[config.mk]
export PLATFORM = sky130hd
export DESIGN_NAME = mfda_ctrl
export DESIGN_NICKNAME = d
export VERILOG_FILES = /design/src/hw/rtl/mfda_pkg.sv /design/src/hw/rtl/mfda_ctrl.sv
export SDC_FILE = /design/constraint.sdc
export NUM_CORES = 1
export LEC_CHECK = 0
export ABC_CLOCK_PERIOD_IN_PS = 3900
export BUFFER_PORTS_ARGS = -buffer_cell sky130_fd_sc_hd__buf_2
export CORE_ASPECT_RATIO = 1.25
export CORE_MARGIN = 2
export CORE_UTILIZATION = 29
export DETAILED_ROUTE_END_ITERATION = 8
export PLACE_DENSITY_LB_ADDON = 0.12
export RECOVER_POWER = 25
export REMOVE_ABC_BUFFERS = 1
export SYNTH_ARGS = -nofsm -noshare
export SYNTH_HDL_FRONTEND = slang
export SYNTH_SLANG_ARGS = --single-unit
[constraint.sdc]
create_clock -name clk_i -period 3.9 [get_ports clk_i]
set_input_delay 0.195 -clock clk_i [delete_from_list [all_inputs] [get_ports clk_i]]
set_output_delay 0.195 -clock clk_i [all_outputs]
set_load 0.01 [all_outputs]
[src/hw/rtl/mfda_pkg.sv]
package mfda_pkg;

  localparam int unsigned NodeW    = 10;
  localparam int unsigned MaxNodes = 1024;
  localparam int unsigned ArcAw    = 12;   // arc table address
  localparam int unsigned ArcRefW  = 13;   // arc reference incl. "none"
  localparam int unsigned TopW     = 11;   // stack depth 0..MaxNodes
  localparam int unsigned FlowW    = 17;
  localparam int unsigned BnW      = 14;
  localparam int unsigned CapW     = 16;

  localparam logic [ArcRefW-1:0] ArcNone  = 13'd4096;
  localparam logic [ArcRefW-1:0] ArcLimit = 13'd4094;  // last count that still fits an edge
  localparam logic [BnW-1:0]     StartBn  = 14'd10000;

  localparam logic [1:0] OP_LOAD = 2'd0;
  localparam logic [1:0] OP_RUN  = 2'd1;
  localparam logic [1:0] OP_READ = 2'd2;

  typedef logic [4:0] cmd_t;

  localparam cmd_t CMD_NOP     = 5'd0;
  localparam cmd_t CMD_CAPTURE = 5'd1;
  localparam cmd_t CMD_CLRH    = 5'd2;
  localparam cmd_t CMD_IDLE    = 5'd3;
  localparam cmd_t CMD_DISP    = 5'd4;
  localparam cmd_t CMD_FULL    = 5'd5;
  localparam cmd_t CMD_L0      = 5'd6;
  localparam cmd_t CMD_L1      = 5'd7;
  localparam cmd_t CMD_L2      = 5'd8;
  localparam cmd_t CMD_L3      = 5'd9;
  localparam cmd_t CMD_VCLR    = 5'd10;
  localparam cmd_t CMD_SINIT   = 5'd11;
  localparam cmd_t CMD_PRD     = 5'd12;
  localparam cmd_t CMD_PWR     = 5'd13;
  localparam cmd_t CMD_SCAN    = 5'd14;
  localparam cmd_t CMD_SCAND   = 5'd15;
  localparam cmd_t CMD_VRD     = 5'd16;
  localparam cmd_t CMD_VD      = 5'd17;
  localparam cmd_t CMD_ADV     = 5'd18;
  localparam cmd_t CMD_POP     = 5'd19;
  localparam cmd_t CMD_POPLD   = 5'd20;
  localparam cmd_t CMD_POPWR   = 5'd21;
  localparam cmd_t CMD_AINIT   = 5'd22;
  localparam cmd_t CMD_ARD     = 5'd23;
  localparam cmd_t CMD_AE      = 5'd24;
  localparam cmd_t CMD_AW1     = 5'd25;
  localparam cmd_t CMD_AW2     = 5'd26;
  localparam cmd_t CMD_ADD     = 5'd27;
  localparam cmd_t CMD_RDI     = 5'd28;
  localparam cmd_t CMD_RESR    = 5'd29;
  localparam cmd_t CMD_RESD    = 5'd30;

  typedef struct packed {
    logic [1:0] op;
    logic       arc_full;
    logic       nc_one;
    logic       sweep_last;
    logic       a_none;
    logic       top_one;
    logic       res_pos;
    logic       hit_sink;
    logic       push_ok;
    logic       aug_last;
    logic       out_free;
  } status_t;

endpackage

[src/hw/rtl/mfda_ctrl.sv]
module mfda_ctrl
  import mfda_pkg::*;
(
  input  logic    clk_i,
  input  logic    rst_ni,
  input  logic    in_valid_i,
  input  status_t status_i,
  output cmd_t    cmd_o,
  output logic    in_stall_o
);

  cmd_t state_q, state_d;

  always_comb begin
    state_d = state_q;
    case (state_q)
      CMD_CLRH:  if (status_i.sweep_last) state_d = CMD_IDLE;
      CMD_IDLE:  if (in_valid_i) state_d = CMD_DISP;
      CMD_DISP: begin
        case (status_i.op)
          OP_LOAD: state_d = status_i.arc_full ? CMD_FULL : CMD_L0;
          OP_RUN:  state_d = status_i.nc_one ? CMD_RESR : CMD_VCLR;
          OP_READ: state_d = CMD_RDI;
          default: state_d = CMD_IDLE;
        endcase
      end
      CMD_FULL:  state_d = CMD_IDLE;
      CMD_L0:    state_d = CMD_L1;
      CMD_L1:    state_d = CMD_L2;
      CMD_L2:    state_d = CMD_L3;
      CMD_L3:    state_d = CMD_IDLE;
      CMD_VCLR:  if (status_i.sweep_last) state_d = CMD_SINIT;
      CMD_SINIT: state_d = CMD_PRD;
      CMD_PRD:   state_d = CMD_PWR;
      CMD_PWR:   state_d = CMD_SCAN;
      CMD_SCAN: begin
        if (status_i.a_none) state_d = status_i.top_one ? CMD_RESR : CMD_POP;
        else                 state_d = CMD_SCAND;
      end
      CMD_SCAND: begin
        if (status_i.res_pos) state_d = status_i.hit_sink ? CMD_AINIT : CMD_VRD;
        else                  state_d = CMD_ADV;
      end
      CMD_VRD:   state_d = CMD_VD;
      CMD_VD:    state_d = status_i.push_ok ? CMD_PRD : CMD_ADV;
      CMD_ADV:   state_d = CMD_SCAN;
      CMD_POP:   state_d = CMD_POPLD;
      CMD_POPLD: state_d = CMD_POPWR;
      CMD_POPWR: state_d = CMD_SCAN;
      CMD_AINIT: state_d = CMD_ARD;
      CMD_ARD:   state_d = CMD_AE;
      CMD_AE:    state_d = CMD_AW1;
      CMD_AW1:   state_d = CMD_AW2;
      CMD_AW2:   state_d = status_i.aug_last ? CMD_ADD : CMD_ARD;
      CMD_ADD:   state_d = CMD_VCLR;
      CMD_RDI:   state_d = CMD_RESD;
      CMD_RESR,
      CMD_RESD:  if (status_i.out_free) state_d = CMD_IDLE;
      default:   state_d = CMD_CLRH;
    endcase
  end

  always_comb begin
    case (state_q)
      CMD_IDLE:  cmd_o = in_valid_i ? CMD_CAPTURE : CMD_NOP;
      CMD_DISP,
      CMD_VD:    cmd_o = CMD_NOP;
      CMD_RESR,
      CMD_RESD:  cmd_o = status_i.out_free ? state_q : CMD_NOP;
      default:   cmd_o = state_q;
    endcase
  end

  assign in_stall_o = (state_q != CMD_IDLE);

  always_ff @(posedge clk_i or negedge rst_ni) begin
    if (!rst_ni) begin
      state_q <= CMD_CLRH;
    end else begin
      state_q <= state_d;
    end
  end

endmodule

## After elaboration in Yosys (flattened, before gate mapping)

Cells that the tools add are included.
Widths: inputs -> output; s select.

| storage, ports and cells | value |
|---|---|
| register bits | 5 |
| bits of input ports | 15 |
| output and inout bits | 6 |
| logic and storage cells | 60 |

| cells by class | value |
|---|---|
| equality and inequality tests | 36 |
| muxes and demuxes | 17 |
| reduce and logical (&&, ||, !) cells | 6 |

Operators with widths:

| cell | number |
|---|---|
| $pmux 5 s25 | 1 |
| $eq 5x5->1 const B | 15 |
| $eq 5x4->1 const B | 8 |
| $mux 5 | 8 |
| $pmux 5 s3 | 2 |
| $eq 5x3->1 const B | 4 |
| $eq 5x2->1 const B | 2 |
| $mux 4 | 2 |
| $ne 2x2->1 const B | 4 |
| $mux 3 | 2 |
| $reduce_or 2->1 | 3 |
| $ne 5x2->1 const B | 1 |
| $reduce_and 4->1 | 1 |
| $reduce_or 3->1 | 1 |
| $eq 2x1->1 const B | 1 |
| $eq 2x2->1 const B | 1 |
| $logic_not 2->1 | 1 |
| $mux 2 | 1 |
| $mux 1 | 1 |

## Logic depth before layout (Yosys ltp)

Gate-level depths: netlist of run 1.

| depth | value |
|---|---|
| depth in word-level cells | 4 |
| gate-level depth with buffers | 8 |
| depth with buffers taken out | 6 |

## Least setup slack after synthesis of run 1

Ideal clock, no wire load.

| timing | value |
|---|---|
| kind | register to output |
| start | register state_q[1] |
| end | output cmd_o[1] |
| arrival | 1.392 ns |
| required time | 3.705 ns |
| slack | 2.313 ns |
| cell stages (with the launch flop) | 7 |
| buffers on the path | 2 |
| cells stage by stage | dfstp_2 -> buf_2 -> buf_4 -> xnor2_1 -> nor4_1 -> a21oi_1 -> and2_1 |

| between the ends | value |
|---|---|
| longest elaborated chain between the ends | 3 |
| elaborated cells between the ends (all ways) | 9 |
| those cells by class | eq/ne (5); mux (2); reduce/logical (2) |

Ends and longest elaborated chain:

| element | line | text |
|---|---|---|
| from (decl) | mfda_ctrl.sv:12 | `cmd_t state_q, state_d;` |
| from (signal assigned) | mfda_ctrl.sv:80 | `state_q <= state_d;` |
| $eq 5x5->1 or $eq 5x3->1 (tied branches) | mfda_ctrl.sv:64 | `case (state_q)` |
| $reduce_or 2->1 | mfda_ctrl.sv:64 |  |
| $pmux 5 s3 * | mfda_ctrl.sv:64 |  |
| to (decl) | mfda_ctrl.sv:8 | `output cmd_t cmd_o,` |

Every way passes the cells marked *; elsewhere a longest branch is shown, timed or not.

## Worst setup path after layout of run 1

| timing | value |
|---|---|
| start | register state_q[4] |
| end | output cmd_o[4] |

The elaborated chain is that of the path after synthesis.

==> impl_metrics.py, run 1 <==
metrics = {
    "synthesis": {
        "synth-simple-area-share_pct": 29.0,
        "synthXorXnorAreaFrac_pct": 4.77,
        "seq_area_frac_synth_pct": 13.8,
        "avgSynthCellArea_sq_um": 7.23,
        "synth_edf_count": 0,
        "synthArstFlopShare_pct": 100,
        "synth-compound-area-share_pct": 33.1,
        "synth_cells": 127,
        "muxShareOfSynthArea_pct": 3.54,
        "yosys.area_share.adder_pct": 5.45,
        "syn_area_sq_um": 918,
        "synth_top_family_by_area": "compound AO/OA/AOI/OAI gates",
        "synth-main-ff-cell": "dfrtp_1",
        "synth_cell_types": 48,
        "ys_seq_elements": 5,
        "yosys_warnings": 0,
    },
    "sta": {
        "finalHoldViolCount": 0,
        "fin_worst_skew_ns": 0.00947,
        "relSlewSlack_pct": 42.9,
        "worstMarginPinSlew_ns": 0.857,
        "fin_crit_sh_pct": 59.2,
        "rsz0062_at_grt": "false",
        "slew_viol_final": 0,
        "fin_tns_setup_ns": 0,
        "max_freq_ghz": 0.433,
        "period_needed_ns": 2.31,
        "setup_violations": 0,
    },
    "pwr": {
        "p_per_area_nw_per_um2": 770,
        "total_power_mw": 0.796,
        "vdd_drop_max_uv": 395,
        "p_leak_nw": 0.447,
    },
    "global_routing": {
        "grtUsageTotal_pct": 16.1,
        "grt_pass1_wl_mm": 4.48,
        "grt_overflow": 0,
        "antenna_found_initial": 0,
        "grt_pass1_vias": 933,
        "grt_start_max_net_pins": 29,
    },
    "final_layout": {
        "instances_no_fill": 177,
        "finalNetCount": 161,
        "antenna_cells": 0,
        "final_cell_area_sq_um": 1030,
        "largest_register_ffs": 5,
        "regArea_sq_um": 126,
        "multiInputGateArea_sq_um": 697,
        "area_growth_pct": 12.5,
        "top_regs": "state_q: 5 flops",
        "drive_above_1_share_pct": 19.1,
        "fillers": 341,
        "regMostFlops": "state_q",
    },
    "clock_network": {
        "postCtsSetupBuffers": 0,
        "cts_max_level": 1,
        "insertion_delay_ns": 0.25,
        "cts_tree": "done",
        "hold_buffers": 1,
        "clockRootBuffer": "clkbuf_4",
        "cts.sinks": 5,
        "cts_max_path_buffers": 2,
        "cts_resized": 0,
        "numCtsBuffers": 3,
        "clk_pin_slew_worst_paths_ns": 0.06,
    },
    "worst_setup_path": {
        "crit_fanout": 28,
        "worstSetupStartpointType": "flop",
        "crit_required_ns": 3.70,
        "cp.arrival_ns": 2.11,
        "critPathKind": "reg -> out",
        "worst_setup_path_end_kind": "output pin",
    },
    "placement": {
        "placed_cells": 172,
        "finalWeightedCongestion": 0.758,
        "post_dp_cell_area_sq_um": 998,
        "numPortBuffers": 20,
        "hpwl_mm": 1.90,
    },
    "die": {
        "io_pins": 21,
        "die_w_um": 54.3,
        "die_y_um": 66.9,
        "dieArea_sq_um": 3640,
        "start_util_pct": 30.9,
        "coreArea_sq_um": 2970,
        "num_rows": 22,
    },
    "job": {
        "drv_cap": 0,
    },
    "routing": {
        "drc_errors": 0,
        "via_count": 1010,
        "vias_per_cell": 5.71,
        "drt-total-wl_mm": 2.63,
        "wire_per_inst_um": 14.8,
        "drt_pass1_iterations": 4,
        "antenna_left": 0,
        "drtIter0Drc": 32,
    },
    "min_path": {
        "hold_class": "in -> reg",
    },
    "run_status": {
        "status": "finished, final reports clean",
    },
}
report_power, final:
| part | switching (mW) | internal, mW |
|---|---|---|
| clock network | 0.0256 | 0.0390 |
| registers | 0.165 | 0.0824 |
| logic | 0.242 | 0.241 |
| total | 0.433 | 0.363 |
Yosys cell counts, types with 2 or more instances:
| cell type | count | area share [%] |
|---|---|---|
| o21ai_0 | 11 | 6.0 |
| a221oi_1 | 5 | 4.8 |
| inv_1 | 7 | 2.9 |
| and2_1 | 2 | 1.4 |
| dfrtp_1 | 4 | 11 |
| buf_4 | 2 | 1.6 |
| buf_2 | 7 | 3.8 |
| xnor2_1 | 3 | 2.9 |
| a31oi_1 | 5 | 3.4 |
| nor2b_1 | 7 | 4.8 |
| o32ai_1 | 2 | 1.9 |
| nor2_1 | 7 | 2.9 |
| nor4_1 | 3 | 2.0 |
| a22oi_1 | 2 | 1.6 |
| nand2b_1 | 4 | 2.7 |
| xor2_1 | 2 | 1.9 |
| a21oi_1 | 2 | 1.1 |
| a21o_1 | 2 | 1.6 |
| nor3_1 | 3 | 1.6 |
| and3b_1 | 2 | 1.9 |
| nand3_1 | 8 | 4.4 |
| and3_1 | 2 | 1.4 |
| ha_1 | 4 | 5.4 |
| o31ai_1 | 3 | 2.5 |
| nand2_1 | 5 | 2.0 |
worst paths after layout:
path | startpoint | endpoint | slack [ns] | cells past startpoint
max | state_q[4] | cmd_o[4] | 1.59 | 6
min | status_i[6] | state_q[4] | 0.22 | 3
max reg2reg | state_q[4] | state_q[3] | 1.71 | 5
min reg2reg | state_q[0] | state_q[4] | 0.84 | 2
max in group asynchronous | rst_ni | state_q[1] | 3.28 | 2
min in group asynchronous | rst_ni | state_q[4] | 0.34 | 2
layout by cell type (no fill, tap or decap), drive strengths merged, types with 3 or more instances in the layout:
cell type,netlist,final
nand2,6,6
a221oi,5,5
nand2b,4,4
nand3,8,8
nor3,3,3
o31ai,3,3
xnor2,3,3
buf,10,19
nor4,3,3
ha,4,4
nor2,7,7
a31oi,5,5
nor2b,7,7
dfrtp,4,4
clkbuf,1,5
o21ai,12,12
inv,8,8
per-layer routing:
layer | routed length [um] | global-route usage (%)
met5 | 0 | 0
met3 | 106 | 2.47
met4 | 14 | 1.88
met2 | 1220 | 24.8
met1 | 1290 | 23.7
worst max-delay path: stages (launching register included):
cell and delay, ns:
dfrtp_1 0.90, nor2b_1 0.29, nand3_1 0.10, o21ai_1 0.14, a21oi_1 0.10, and2_1 0.19
buf_2 0.13
cell type report:
class                      instances  area share [%]
clock buffer                       4            2.54
sequential                         5            12.2
multi-input combinational        103            67.4
timing repair buffer              21            10.5
inverter                           8            2.91
tap                               36            4.36
metrics by stage:
step           util (%)  hold WS [ns]  setup WS [ns]
6_report           34.8         0.219           1.59
3_5_place_dp       33.6        0.0200           1.77
4_1_cts            34.8         0.214           1.59
3_3_place_gp       33.6        0.0139           1.76
5_1_grt            34.8         0.245           1.29
2_1_floorplan         -        -0.101           2.04
logic make-up after synthesis:
| logic type | Yosys count |
|---|---|
| AOI/OAI and AO/OA | 43 |
| xor gates and xnor gates | 5 |
| adders and majority gates | 4 |
| buffers and inverters | 19 |
| DFF | 5 |
| muxes | 3 |
| and+or+nand+nor | 48 |
(Power assumes the default switching activity.)
==> inputs of run 2 (changes only) <==
Settings changed: ABC_CLOCK_PERIOD_IN_PS 3900 to 1800.
Clock period 3.9 ns to 1.8 ns, I/O delays scaled along.
==> run 2 against run 1 <==
  * Combinational power rose to 4.0 times the previous value
  * Critical path type is now reg -> reg
  * Die area did not move
  * Flip-flop and latch count did not move
  * Count of clock-buffer cells in the layout did not move
  * Critical path depth did not move
  * Largest power group unchanged
  * Cell count rose by 15%
  * Final area rose by 28%
  * Sequential share of layout area fell by 2.2 points
==> impl_metrics.py, run 2 (synthesis results as in run 1) <==
metrics = {
    "routing": {
        "vias_per_cell": 5.61,
        "wire_per_inst_um": 15.1,
        "drtIter0Drc": 47,
        "antenna_left": 0,
        "drt-total-wl_mm": 3.08,
        "drt_pass1_iterations": 4,
        "drc_errors": 0,
        "via_count": 1145,
    },
    "final_layout": {
        "area_growth_pct": 43.7,
        "finalNetCount": 188,
        "layout_common_cells": "buf_4, buf_2, o21ai_0, nand3_1, inv_1",
        "regMostFlops": "state_q",
        "fillers": 315,
        "final_common_cell": "buf_4",
        "antenna_cells": 0,
        "drive_above_1_share_pct": 39.9,
        "instances_no_fill": 204,
        "fin_util_pct": 44.4,
        "top_regs": "state_q: 5 flops",
        "largest_register_ffs": 5,
    },
    "die": {
        "coreArea_sq_um": 2970,
        "num_rows": 22,
        "io_pins": 21,
        "start_util_pct": 30.9,
        "die_y_um": 66.9,
        "die_w_um": 54.3,
        "dieArea_sq_um": 3640,
    },
    "clock_network": {
        "numCtsBuffers": 3,
        "cts_tree": "done",
        "cts_max_path_buffers": 2,
        "cts_max_level": 1,
        "cts.sinks": 5,
        "clockRootBuffer": "clkbuf_4",
        "insertion_delay_ns": 0.24,
        "clk_pin_slew_worst_paths_ns": 0.05,
    },
    "pwr": {
        "vdd_drop_max_uv": 939,
        "p_per_area_nw_per_um2": 1810,
        "p_leak_nw": 0.591,
        "total_power_mw": 2.39,
    },
    "sta": {
        "worstMarginPinSlew_ns": 0.377,
        "rsz0062_at_grt": "true",
        "fin_tns_setup_ns": 0,
        "relSlewSlack_pct": 74.6,
        "setup_violations": 0,
        "max_freq_ghz": 0.560,
        "fin_worst_skew_ns": 0.00552,
        "period_needed_ns": 1.79,
        "setup_slack_ns": 0.0143,
        "slew_viol_final": 0,
        "fin_crit_sh_pct": 99.2,
        "finalHoldViolCount": 0,
    },
    "global_routing": {
        "grt_pass1_vias": 1057,
        "grt_start_max_net_pins": 20,
        "grt_pass1_wl_mm": 4.76,
        "antenna_found_initial": 0,
        "grt_overflow": 0,
        "grtUsageTotal_pct": 17.5,
    },
    "placement": {
        "post-place-ws_ns": -0.0316,
        "numPortBuffers": 20,
        "placed_cells": 189,
        "hpwl_mm": 2.23,
        "finalWeightedCongestion": 0.878,
    },
    "job": {
        "drv_cap": 0,
    },
    "worst_setup_path": {
        "crit_fanout": 6,
        "worstSetupStartpointType": "flop",
        "slowest_delay_ns": 0.58,
        "crit_required_ns": 1.93,
        "cp_slowest_cell": "dfstp_2",
        "path_cells": "buf_4, inv_2, a211o_1, a31oi_4, o21bai_4, mux2_2",
        "critPathKind": "reg -> reg",
        "cp.arrival_ns": 1.91,
        "worst_setup_path_end_kind": "flop",
    },
    "run_status": {
        "status": "finished, final reports clean",
    },
    "min_path": {
        "hold_class": "in -> reg",
    },
}
-- run 2: per-layer routing --
| metal | vias up | track usage (%) | share of wire (%) |
|---|---|---|---|
| met5 | - | 0 | 0 |
| met4 | 0 | 7.50 | 1.2 |
| met3 | 6 | 1.57 | 3.9 |
| met2 | 38 | 28.3 | 48 |
| met1 | 543 | 23.1 | 47 |
| li1 | 558 | - | - |
-- run 2: worst paths after layout --
kind	startpoint	endpoint	slack, ns	cells after the start
hold / removal	status_i[6]	state_q[4]	0.15	3
setup / recovery	state_q[1]	state_q[3]	0.01	6
hold reg to reg	state_q[0]	state_q[4]	0.78	3
setup reg to reg	state_q[1]	state_q[3]	0.01	6
min in group asynchronous	rst_ni	state_q[0]	0.23	2
max in group asynchronous	rst_ni	state_q[1]	1.29	2
-- run 2: stage by stage --
stage,area (sq um),hold WS (ns)
floorplan,853,-0.206
global placement,1130,-0.0913
detailed placement,1130,-0.0870
CTS,1190,0.138
global route,1320,0.154
finish,1320,0.148
-- run 2: cell type report --
cell class                 count  area [sq um]  share of cell area, %
timing repair buffer          48           323                   24.5
clock buffer                   4          26.3                   1.99
sequential                     5           133                   10.0
inverter                       8          30.0                   2.27
multi-input combinational    103           763                   57.8
tap                           36          45.0                   3.41
-- run 2: timing repair --
action | in CTS | in global routing
endpoints found under the setup margin | 5 | 7
buffers inserted | 4 | 6
pin swaps | 0 | 5
endpoints found under the hold margin | 5 | 0
gates cloned | 0 | 0
hold buffers | 1 | 0
resized for setup | 2 | 21
-- run 2: critical path, delay by kind of cell, from the launching register on --
| family | cells | cell delay [ns] |
|---|---|---|
| buffers and inverters | 2 | 0.22 |
| DFF | 1 | 0.58 |
| muxes | 1 | 0.27 |
| AOI/OAI and AO/OA | 3 | 0.59 |
-- run 2: power by group --
group	switching, mW	internal [mW]
combinational	0.991	0.949
sequential	0.129	0.194
clock	0.0485	0.0840
